==> config.mk <==
export PLATFORM = sky130hd
export DESIGN_NAME = jpeg_frame_header_scanner_top
export DESIGN_NICKNAME = d
export VERILOG_FILES = /design/src/rtl/jfhs_pkg.sv /design/src/rtl/jfhs_parser.sv /design/src/rtl/jfhs_out_buf.sv /design/src/rtl/jpeg_frame_header_scanner_top.sv
export VERILOG_INCLUDE_DIRS = /design/src /design/src/rtl
export SDC_FILE = /design/constraint.sdc
export NUM_CORES = 1
export LEC_CHECK = 0
export ABC_AREA = 1
export BUFFER_PORTS_ARGS = -buffer_cell sky130_fd_sc_hd__clkbuf_2
export CORE_ASPECT_RATIO = 0.75
export CORE_MARGIN = 2
export CORE_UTILIZATION = 61
export CTS_BUF_LIST = sky130_fd_sc_hd__clkbuf_4
export DETAILED_ROUTE_END_ITERATION = 12
export PLACE_DENSITY = 0.87
export SETUP_SLACK_MARGIN = 0.1
export SLEW_MARGIN = 15
export SYNTH_ARGS = -nofsm -noshare
export SYNTH_HDL_FRONTEND = slang
export SYNTH_SLANG_ARGS = --single-unit
==> constraint.sdc <==
create_clock -name i_clk -period 3.75 [get_ports i_clk]
set_input_delay 0.1875 -clock i_clk [delete_from_list [all_inputs] [get_ports i_clk]]
set_output_delay 0.1875 -clock i_clk [all_outputs]
set_load 0.005 [all_outputs]
==> src/rtl/jpeg_frame_header_scanner_top_defines.svh <==
// ----------------------------------------------------------------------------
// jpeg frame header scanner assertion macros
// clocked on i_clk, quiet while i_rst_n is low
// ----------------------------------------------------------------------------
`ifndef JPEG_FRAME_HEADER_SCANNER_TOP_DEFINES_SVH
`define JPEG_FRAME_HEADER_SCANNER_TOP_DEFINES_SVH

// same-cycle implication
`define JFHS_ASSERT_IMPL(label, ante, cons) \
    label: assert property (@(posedge i_clk) disable iff (!i_rst_n) \
        (ante) |-> (cons)) else $error("jfhs assertion failed");

// next-cycle implication
`define JFHS_ASSERT_NEXT(label, ante, cons) \
    label: assert property (@(posedge i_clk) disable iff (!i_rst_n) \
        (ante) |=> (cons)) else $error("jfhs assertion failed");

`endif

==> src/rtl/jfhs_pkg.sv <==
// ----------------------------------------------------------------------------
// jfhs_pkg
// types, codes and helpers shared by the jpeg frame header scanner
// ----------------------------------------------------------------------------
package jfhs_pkg;

    localparam logic [7:0] MARKER_PREFIX = 8'hff;

    typedef logic [1:0] t_status;
    localparam t_status ST_VALID    = 2'd0;
    localparam t_status ST_NOTFOUND = 2'd1;
    localparam t_status ST_BAD      = 2'd2;

    typedef enum logic [8:0] {
        PH_LEAD0  = 9'b000000001,
        PH_LEAD1  = 9'b000000010,
        PH_SEEK   = 9'b000000100,
        PH_MARKER = 9'b000001000,
        PH_LENHI  = 9'b000010000,
        PH_LENLO  = 9'b000100000,
        PH_SKIP   = 9'b001000000,
        PH_FRAME  = 9'b010000000,
        PH_DONE   = 9'b100000000
    } t_phase;

    typedef struct packed {
        t_status     status;
        logic [15:0] image_width;
        logic [15:0] image_height;
        logic [7:0]  component_count;
    } t_result;

    typedef struct packed {
        t_phase phase;
        logic   reported;
    } t_par_status;

    typedef struct packed {
        logic [1:0] level;
    } t_buf_status;

    // start-of-frame codes: c0-c3, c5-c7, c9-cb, cd-cf
    function automatic logic is_sof(input logic [7:0] code);
        logic hit;
        begin
            hit = (code[7:4] == 4'hc) && (code[1:0] != 2'b00 || code[3:2] == 2'b00);
            return hit;
        end
    endfunction

endpackage

==> src/rtl/jfhs_parser.sv <==
// ----------------------------------------------------------------------------
// jfhs_parser
// marker state machine; one registered byte in, at most one result out
// ----------------------------------------------------------------------------
module jfhs_parser (
    input  logic                  i_clk,
    input  logic                  i_rst_n,
    input  logic                  i_valid,
    input  logic [7:0]            i_byte,
    input  logic                  i_last,
    output logic                  o_res_valid,
    output jfhs_pkg::t_result     o_res,
    output jfhs_pkg::t_par_status o_stat
);
    import jfhs_pkg::*;

    t_phase      r_phase,    n_phase;
    logic [15:0] r_skip_cnt, n_skip_cnt;
    logic [7:0]  r_len_hi,   n_len_hi;
    logic [2:0]  r_fld_idx,  n_fld_idx;
    logic [15:0] r_height,   n_height;
    logic [15:0] r_width,    n_width;
    logic [7:0]  r_comps,    n_comps;
    logic        r_reported, n_reported;

    logic [15:0] w_len;
    logic        w_emit;
    logic        w_ok;

    assign w_len = {r_len_hi, i_byte};
    assign w_ok  = (r_width != 16'd0) && (r_height != 16'd0) &&
                   (i_byte == 8'd1 || i_byte == 8'd3);

    always_comb begin
        n_phase    = r_phase;
        n_skip_cnt = r_skip_cnt;
        n_len_hi   = r_len_hi;
        n_fld_idx  = r_fld_idx;
        n_height   = r_height;
        n_width    = r_width;
        n_comps    = r_comps;
        n_reported = r_reported;
        w_emit     = 1'b0;
        o_res      = '{status: ST_NOTFOUND, image_width: 16'd0,
                       image_height: 16'd0, component_count: 8'd0};

        unique case (r_phase)
            PH_LEAD0: n_phase = PH_LEAD1;
            PH_LEAD1: n_phase = PH_SEEK;
            PH_SEEK: begin
                if (i_byte == MARKER_PREFIX) n_phase = PH_MARKER;
            end
            PH_MARKER: begin
                // fill bytes keep us here
                if (i_byte != MARKER_PREFIX) begin
                    if (is_sof(i_byte)) begin
                        n_fld_idx = 3'd0;
                        n_phase   = PH_FRAME;
                    end else begin
                        n_phase = PH_LENHI;
                    end
                end
            end
            PH_LENHI: begin
                n_len_hi = i_byte;
                n_phase  = PH_LENLO;
            end
            PH_LENLO: begin
                // length counts its own two bytes
                n_skip_cnt = (w_len >= 16'd2) ? w_len - 16'd2 : 16'd0;
                n_phase    = (w_len <= 16'd2) ? PH_SEEK : PH_SKIP;
            end
            PH_SKIP: begin
                if (r_skip_cnt != 16'd0) n_skip_cnt = r_skip_cnt - 16'd1;
                if (r_skip_cnt <= 16'd1) n_phase = PH_SEEK;
            end
            PH_FRAME: begin
                case (r_fld_idx)
                    3'd3:    n_height[15:8] = i_byte;
                    3'd4:    n_height[7:0]  = i_byte;
                    3'd5:    n_width[15:8]  = i_byte;
                    3'd6:    n_width[7:0]   = i_byte;
                    3'd7:    n_comps        = i_byte;
                    default: ;
                endcase
                if (r_fld_idx == 3'd7) begin
                    w_emit     = 1'b1;
                    o_res      = '{status: w_ok ? ST_VALID : ST_BAD,
                                   image_width: r_width, image_height: r_height,
                                   component_count: i_byte};
                    n_reported = 1'b1;
                    n_phase    = PH_DONE;
                end else begin
                    n_fld_idx = r_fld_idx + 3'd1;
                end
            end
            default: n_phase = PH_DONE;
        endcase

        if (i_last) begin
            if (!n_reported) w_emit = 1'b1;
            n_phase    = PH_LEAD0;
            n_skip_cnt = 16'd0;
            n_len_hi   = 8'd0;
            n_fld_idx  = 3'd0;
            n_height   = 16'd0;
            n_width    = 16'd0;
            n_comps    = 8'd0;
            n_reported = 1'b0;
        end
    end

    always_ff @(posedge i_clk) begin
        if (!i_rst_n) begin
            r_phase    <= PH_LEAD0;
            r_skip_cnt <= 16'd0;
            r_len_hi   <= 8'd0;
            r_fld_idx  <= 3'd0;
            r_height   <= 16'd0;
            r_width    <= 16'd0;
            r_comps    <= 8'd0;
            r_reported <= 1'b0;
        end else if (i_valid) begin
            r_phase    <= n_phase;
            r_skip_cnt <= n_skip_cnt;
            r_len_hi   <= n_len_hi;
            r_fld_idx  <= n_fld_idx;
            r_height   <= n_height;
            r_width    <= n_width;
            r_comps    <= n_comps;
            r_reported <= n_reported;
        end
    end

    assign o_res_valid = i_valid && w_emit;
    assign o_stat      = '{phase: r_phase, reported: r_reported};

endmodule

==> src/rtl/jfhs_out_buf.sv <==
// ----------------------------------------------------------------------------
// jfhs_out_buf
// two-entry result queue in front of the output stream
// ----------------------------------------------------------------------------
module jfhs_out_buf (
    input  logic                  i_clk,
    input  logic                  i_rst_n,
    input  logic                  i_push,
    input  jfhs_pkg::t_result     i_res,
    input  logic                  i_pop,
    output logic                  o_valid,
    output jfhs_pkg::t_result     o_res,
    output jfhs_pkg::t_buf_status o_stat
);
    import jfhs_pkg::*;

    t_result    r_slot [2];
    logic       r_wr_ptr;
    logic       r_rd_ptr;
    logic [1:0] r_level;
    logic       w_pop;

    assign w_pop = i_pop && (r_level != 2'd0);

    always_ff @(posedge i_clk) begin
        if (i_push) r_slot[r_wr_ptr] <= i_res;
    end

    always_ff @(posedge i_clk) begin
        if (!i_rst_n) begin
            r_wr_ptr <= 1'b0;
            r_rd_ptr <= 1'b0;
            r_level  <= 2'd0;
        end else begin
            if (i_push) r_wr_ptr <= ~r_wr_ptr;
            if (w_pop)  r_rd_ptr <= ~r_rd_ptr;
            case ({i_push, w_pop})
                2'b10:   r_level <= r_level + 2'd1;
                2'b01:   r_level <= r_level - 2'd1;
                default: ;
            endcase
        end
    end

    assign o_valid = (r_level != 2'd0);
    assign o_res   = r_slot[r_rd_ptr];
    assign o_stat  = '{level: r_level};

endmodule

==> src/rtl/jpeg_frame_header_scanner_top.sv <==
// ----------------------------------------------------------------------------
// jpeg_frame_header_scanner_top
// finds the first start-of-frame header in a byte stream of a jpeg file
// ----------------------------------------------------------------------------
// Feed one file byte per beat with tlast on its final byte. The block takes a
// byte every cycle while s_axis_tready is high; each byte is registered, then the
// marker logic updates the parser and may push one result into a two-entry
// output queue, whose registered level drives the master side. Exactly
// one result comes per file: the frame header (status in tuser, 0 valid,
// 2 bad size or component count) or, at the last byte, status 1 not found.
// s_axis_tready drops only when the queue is full, or when it holds one result
// that the master side is not taking while a byte is in flight. After the
// last byte the parser re-arms for a new file.
`include "jpeg_frame_header_scanner_top_defines.svh"

module jpeg_frame_header_scanner_top (
    input  logic        i_clk,
    input  logic        i_rst_n,
    input  logic        s_axis_tvalid,
    output logic        s_axis_tready,
    input  logic [7:0]  s_axis_tdata,   // [7:0] data_byte
    input  logic        s_axis_tlast,   // last_byte
    output logic        m_axis_tvalid,
    input  logic        m_axis_tready,
    output logic [39:0] m_axis_tdata,   // [15:0] image_width, [31:16] image_height,
                                        // [39:32] component_count
    output logic [1:0]  m_axis_tuser    // [1:0] status
);
    import jfhs_pkg::*;

    logic        r_in_valid;
    logic [7:0]  r_in_byte;
    logic        r_in_last;
    logic        w_accept;
    logic        w_res_valid;
    t_result     w_res;
    t_result     w_out_res;
    t_par_status w_par_stat;
    t_buf_status w_buf_stat;

    // a queued result leaving this cycle frees the slot for the byte in flight
    assign s_axis_tready = (w_buf_stat.level == 2'd0) ||
                           (w_buf_stat.level == 2'd1 && (!r_in_valid || m_axis_tready));
    assign w_accept      = s_axis_tvalid && s_axis_tready;

    always_ff @(posedge i_clk) begin
        if (!i_rst_n) begin
            r_in_valid <= 1'b0;
        end else begin
            r_in_valid <= w_accept;
        end
    end

    always_ff @(posedge i_clk) begin
        if (w_accept) begin
            r_in_byte <= s_axis_tdata;
            r_in_last <= s_axis_tlast;
        end
    end

    jfhs_parser u_parser (
        .i_clk       (i_clk),
        .i_rst_n     (i_rst_n),
        .i_valid     (r_in_valid),
        .i_byte      (r_in_byte),
        .i_last      (r_in_last),
        .o_res_valid (w_res_valid),
        .o_res       (w_res),
        .o_stat      (w_par_stat)
    );

    jfhs_out_buf u_out_buf (
        .i_clk   (i_clk),
        .i_rst_n (i_rst_n),
        .i_push  (w_res_valid),
        .i_res   (w_res),
        .i_pop   (m_axis_tready),
        .o_valid (m_axis_tvalid),
        .o_res   (w_out_res),
        .o_stat  (w_buf_stat)
    );

    assign m_axis_tdata = {w_out_res.component_count, w_out_res.image_height,
                           w_out_res.image_width};
    assign m_axis_tuser = w_out_res.status;

    // a result never lands on a full queue
    `JFHS_ASSERT_IMPL(a_push_room, w_res_valid, w_buf_stat.level != 2'd2)
    // not-found comes only with the last byte of a file
    `JFHS_ASSERT_IMPL(a_notfound_last, w_res_valid && w_res.status == ST_NOTFOUND, r_in_last)
    // the parser re-arms after the last byte
    `JFHS_ASSERT_NEXT(a_rearm, r_in_valid && r_in_last,
                      w_par_stat.phase == PH_LEAD0 && !w_par_stat.reported)

endmodule

**Word-level counts from Yosys, hierarchy flattened**

Memory sizes are Yosys's and may differ from the RTL's. A register that Yosys moved wholly into a read port is not among the register bits.
Index checks and enable logic that the tools add are counted.
W data, S select, Z words.

- Bits in registers: 83
- Memory bits (writable): 84
- Input bits: 13
- Logic and storage cells: 132
- Memories kept: 1

Memories:

| memory | words | bits a word | read ports | clocked after Yosys merged registers in | write ports | line | source |
|---|---|---|---|---|---|---|---|
| u_out_buf.r_slot | 2 | 42 | 1 | 1 | 1 | jfhs_out_buf.sv:17 | `t_result r_slot [2];` |

- Add/sub/neg operators: 5
- Order comparisons: 3
- Equal/unequal tests: 28
- Muxes and demuxes: 42
- Bitwise gates (word level): 2
- Reductions and logical operators: 36

Operator list:

| kind | number |
|---|---|
| $mux W16 | 7 |
| $mux W42 | 2 |
| $pmux W9 S8 | 1 |
| $mux W8 | 7 |
| $reduce_bool A16 Y1 | 3 |
| $mux W9 | 5 |
| $pmux W16 S2 | 1 |
| $ne A3 B2 Y1 const B | 6 |
| $reduce_bool A2 Y1 | 9 |
| $ge A16 B2 Y1 const B | 1 |
| $le A16 B1 Y1 const B | 1 |
| $le A16 B2 Y1 const B | 1 |
| $sub A16 B1 Y16 const B | 1 |
| $sub A16 B2 Y16 const B | 1 |
| $reduce_and A3 Y1 | 5 |
| $eq A3 B3 Y1 const B | 4 |
| $mux W3 | 4 |
| $mux W1 | 11 |
| $reduce_and A5 Y1 | 2 |
| $eq A9 B1 Y1 const B | 1 |
| $eq A9 B2 Y1 const B | 1 |
| $eq A9 B3 Y1 const B | 1 |
| $eq A9 B4 Y1 const B | 1 |
| $eq A9 B5 Y1 const B | 1 |
| 26 further kinds | 39 |

**Longest topological paths before layout**

- Word-level depth: 8
- Gate-level depth with buffers: 12
- Mapped depth without buffers: 12

**By module**

From an unflattened synthesis, not the netlist that was laid out.

- Cells, all modules: 927
- Area total of the unflattened synthesis: 8279.2 um^2

Modules (own cells, without submodules):

| module | instances | cells an instance | area an instance (um^2) | sequential area each (um^2) |
|---|---|---|---|---|
| jfhs_parser | 1 | 743 | 4473.0 | 1381.3 |
| jfhs_out_buf | 1 | 166 | 3468.3 | 2622.5 |
| jpeg_frame_header_scanner_top | 1 | 18 | 337.8 | 290.3 |

**Worst setup path before layout**

No wires, ideal clock.

- Path type: register to register
- From: register u_parser.r_fld_idx[0]
- To: memory u_out_buf.r_slot[1][0] (netlist name) (enable)
- Setup time: 443 ps
- Arrival: 2917 ps
- Data required time: 3307 ps
- Slack: 390 ps
- Cell stages (with the launch flop): 7
- Path buffers: 0
- Clock period less this slack: 3360 ps
- Cells stage by stage: dfxtp_1 ha_1 ha_1 nand3_2 o22ai_1 inv_1 nor2_1

- Longest elaborated chain between the ends: 8
- Elaborated cells between the ends (all ways): 10
- Those cells by class: 1 x eq/ne; 8 x mux; 1 x reduce/logical

Ends and longest elaborated chain:

| element | line | source |
|---|---|---|
| from (decl) | jfhs_parser.sv:20 | `logic [2:0] r_fld_idx, n_fld_idx;` |
| from (signal assigned) | jfhs_parser.sv:127 | `r_fld_idx <= n_fld_idx;` |
| $eq A3 B3 Y1 (*) | jfhs_parser.sv:86 | `if (r_fld_idx == 3'd7) begin` |
| $mux W1 | jfhs_parser.sv:86 |  |
| $mux W1 | jfhs_parser.sv:47 | `unique case (r_phase)` |
| $mux W1 | jfhs_parser.sv:101 | `if (!n_reported) w_emit = 1'b1;` |
| $mux W1 (*) | jfhs_parser.sv:100 | `if (i_last) begin` |
| $logic_and A1 B1 Y1 (*) | jfhs_parser.sv:135 | `assign o_res_valid = i_valid && w_emit;` |
| $mux W1 (*) | jfhs_out_buf.sv:26 | `if (i_push) r_slot[r_wr_ptr] <= i_res;` |
| $mux W1 (not written as such) (*) | jfhs_out_buf.sv:26 |  |
| to (decl) | jfhs_out_buf.sv:17 |  |

Every way passes the cells marked *; elsewhere a longest branch is shown, timed or not.

**Worst setup path after layout**

- From: register r_in_last
- To: memory u_out_buf.r_slot[1][7] (netlist name) (enable)

- Longest elaborated chain between the ends: 4

Ends and longest elaborated chain:

| element | line | source |
|---|---|---|
| from (decl) | jpeg_frame_header_scanner_top.sv:33 | `logic r_in_last;` |
| from (signal assigned) | jpeg_frame_header_scanner_top.sv:57 | `r_in_last <= s_axis_tlast;` |
| $mux W1 | jfhs_parser.sv:100 |  |
| $logic_and A1 B1 Y1 | jfhs_parser.sv:135 |  |
| $mux W1 | jfhs_out_buf.sv:26 |  |
| $mux W1 (not written as such) | jfhs_out_buf.sv:26 |  |

Every way passes these cells.

==> flow_summary_export.csv <==
group,metric,value,unit
power,ir_worst_vdd,404,uV
power,powerDensity,512,nW/um^2
clocking,clkLatencyLatePin,0.57,ns
power,p_int,2.90,mW
synthesis,avgSynthCellArea,8.89,um^2
global_routing,antenna_found_initial,0,
drt,drt_iter0_markers,832,
synthesis,synth_top_cell_area_share,34.4,%
run,cap_violations,0,
drt,dr_total_vias,6520,
die,core_area,13000,um^2
placement,gp_congestion,0.958,
min_path,min_path_cells,3,
placement,dp.cells,1121,
drt,wire_per_inst,15.3,um
cells_and_area,stdcell_count,1164,
power,seq_power_share,50.0,%
sta,rsz0062_at_grt,"false",
min_path,hold_path.class,"input port to register",
placement,dp_hpwl,12300,um
synthesis,ys_top_cells_by_area,"edfxtp_1, dfxtp_1, nand2_1",
power,comb_power_share,27.5,%
clocking,path_clk_slew,0.15,ns
clocking,htree_levels,4,
clocking,cts_buffers,17,
cells_and_area,nets,1006,
power,switching_share,36.6,%
sta,finClkSkew,0.0135,ns
sta,fin_crit,2.65,ns
power,p_switching,1.68,mW
global_routing,grt_pass1_vias,5894,
critical_path,arrival,2.88,ns
synthesis,synth_edf_count,93,
sta,post-route-period-util,70.7,%
critical_path,startpoint_type,"register",
placement,io_buffers,56,
synthesis,yosysUniqueCellTypes,39,
die,start_util,62.4,%
synthesis,ys_seq_elements,168,
cells_and_area,drive_gt1_share,19.6,%
placement,dpl_worst_slack,1.17,ns
sta,setup_ws,1.10,ns
sta,setup_viol,0,
drt,top_layer,"met4",
synthesis,synth_seq_area_share,52.9,%
critical_path,setup.worst_path.end_class,"register",
sta,fmax,377,MHz
drt,met3WireLength,1590,um
die,dieHeight,104,um
cells_and_area,syn_to_final_growth,10.0,%
cells_and_area,n_antenna_cell,0,
drt,routed-wl-met2,7800,um
critical_path,rr_worst_depth,5,
drt,routed_via_density,5.60,
synthesis,async_reset_ff_share,0,%
cells_and_area,fillerInstances,973,
drt,totalWireLength,17800,um
global_routing,grt_use_total,25.9,%
critical_path,crit_required,3.97,ns
sta,timing.hold.ws,0.128,ns
critical_path,critical_path_class,"register to register",
drt,dr.pass1.iters,5,
clocking,cts_tree,"yes",
global_routing,grt_max_degree,56,
power,power.share.clock,22.5,%
global_routing,grt_overflow,0,
sta,drv_slew,0,
power,p_leak,3.40,nW
sta,setup_tns,0,ns
sta,tightest_slew,1.04,ns
critical_path,cpMaxStageDelayCell,"edfxtp_1",
synthesis,synth_area,8120,um^2
critical_path,crit_path_cell_trace,"nand2_1 -> o22ai_1 -> inv_1 -> nor2_4 -> buf_4",
synthesis,yosys_warnings,0,
drt,ant_nets,0,
synthesis,yosys.area.top_type,"edfxtp_1",
synthesis,postSynthCellCount,914,
die,die-width,137,um
die,ios,57,
global_routing,grt_pass1_wl,29000,um
critical_path,worst-path-max-fanout,42,
sta,finalHoldViolations,0,
critical_path,max_stage_delay,0.89,ns
outcome,status,"finished clean",
drt,drc,0,
drt,wl_met1,8120,um
synthesis,syn_nets,940,
die,core.rowCount,36,
clocking,cts_root_buffer,"clkbuf_4",
clocking,cts.sinks,168,
die,die-area,14300,um^2
clocking,cts.path.max_buffers,2,
sta,relSlewSlack,30.5,%
synthesis,synth_flop_cell,"edfxtp_1",
## power by group through the flow
stage | clock network, mW | logic [mW] | registers [mW]
after floorplan | 0 | 0.978 | 2.21
after global placement | 0 | 1.21 | 2.31
after detailed placement | 0 | 1.23 | 2.33
after CTS | 1.04 | 1.25 | 2.28
after global routing | 1.12 | 1.41 | 2.31
final | 1.03 | 1.26 | 2.29
## metrics by stage
| step | area (um^2) | utilization, % | power (mW) |
|---|---|---|---|
| after floorplan | 8120 | - | 3.18 |
| after global placement | 8540 | 65.6 | 3.52 |
| after detailed placement | 8540 | 65.6 | 3.56 |
| after CTS | 8940 | 68.7 | 4.57 |
| after global routing | 8940 | 68.7 | 4.84 |
| final | 8940 | 68.7 | 4.58 |
## flip-flops by register name (all words and copies together), names as in the netlist, named ones only
name / count
u_out_buf.r_rd_ptr: 1
u_parser.r_height: 16
u_parser.r_width: 16
u_parser.r_reported: 1
u_parser.r_fld_idx: 3
u_out_buf.r_slot: 84
u_parser.r_len_hi: 8
u_out_buf.o_stat: 2
r_in_valid: 1
u_parser.r_phase: 9
u_out_buf.r_wr_ptr: 1
u_parser.r_skip_cnt: 16
r_in_last: 1
r_in_byte: 8
## synth_stat cells, types with 11 or more instances
master / number
a21oi_1: 59
clkbuf_1: 11
dfxtp_1: 75
edfxtp_1: 93
ha_1: 13
inv_1: 94
mux2_2: 42
nand2_1: 188
nand3_1: 47
nand3_2: 11
nand4_1: 15
nor2_1: 153
xor2_1: 11
## cell usage in the layout (no fill, tap or decap), types with 3 or more instances in the layout
| cell type | Yosys | routed |
|---|---|---|
| nand2_1 | 188 | 188 |
| inv_2 | 10 | 10 |
| xor2_1 | 11 | 11 |
| mux2_2 | 42 | 42 |
| clkbuf_2 | 0 | 56 |
| inv_6 | 0 | 3 |
| a21oi_2 | 7 | 7 |
| nand3_2 | 11 | 11 |
| edfxtp_1 | 93 | 93 |
| dfxtp_1 | 75 | 74 |
| nor2_2 | 9 | 9 |
| nand3_1 | 47 | 47 |
| dlygate4sd3_1 | 0 | 11 |
| inv_8 | 1 | 5 |
| nor2_1 | 153 | 151 |
| clkinv_8 | 0 | 3 |
| xnor2_1 | 3 | 3 |
| clkbuf_4 | 0 | 17 |
| buf_4 | 0 | 3 |
| nor2_4 | 5 | 7 |
| inv_1 | 94 | 94 |
| nand2_4 | 3 | 3 |
| nand2_2 | 7 | 7 |
| nor4_1 | 8 | 8 |
| o21ai_1 | 9 | 9 |
| nor3_1 | 3 | 3 |
| o21ai_0 | 10 | 10 |
| a21oi_1 | 59 | 59 |
| nand4_1 | 15 | 15 |
| ha_1 | 13 | 13 |
## timing repair
action / CTS / global route
hold buffers: 11 / 0
setup buffers: 0 / 0
setup endpoints to repair: 0 / 0
endpoints found under the hold margin: 11 / 0
gates resized for setup: 0 / 0
## layer usage
metal / up-vias / GRT usage [%]
li1: 3142 / -
met1: 2997 / 39.6
met2: 344 / 37.3
met3: 37 / 4.82
met4: 0 / 8.32
met5: - / 0
## cell type report
class | count | area [um^2] | area share (%)
clock buffers | 17 | 128 | 1.43
multi-input cells | 615 | 3320 | 37.1
inverters | 108 | 415 | 4.65
well taps | 171 | 214 | 2.39
clock inverters | 15 | 158 | 1.76
repair buffers | 70 | 413 | 4.62
flip-flops and latches | 168 | 4300 | 48.0
## logic make-up (layout without fill, tap and decap cells)
kind of cell	Yosys count	count (layout)	synth area share, %
muxes	42	42	5.82
adders and majority gates	13	13	2.00
and+or+nand+nor	454	454	25.1
DFF	168	168	52.9
AOI/OAI and AO/OA	92	92	6.21
xor gates and xnor gates	14	14	1.51
buffers and inverters	131	210	6.50
## critical path: cells and delay by family, from the launching register on
| kind | cells | cell delay (ns) |
|---|---|---|
| AO/OA/AOI/OAI | 1 | 0.29 |
| buffers and inverters | 2 | 0.62 |
| flip-flops | 1 | 0.89 |
| AND/OR/NAND/NOR | 2 | 0.46 |
## worst paths after layout
| kind | from | endpoint | slack [ns] |
|---|---|---|---|
| setup / recovery | r_in_last$_DFFE_PP_ | u_out_buf.r_slot[1][7]$_DFFE_PP_ | 1.10 |
| hold / removal | i_rst_n | u_parser.r_fld_idx[1]$_SDFFE_PN0P_ | 0.13 |
| setup reg to reg | r_in_last$_DFFE_PP_ | u_out_buf.r_slot[1][7]$_DFFE_PP_ | 1.10 |
| hold reg to reg | u_parser.r_height[6]$_SDFFE_PN0P_ | u_parser.r_height[6]$_SDFFE_PN0P_ | 0.49 |
(Power assumes the default switching activity.)
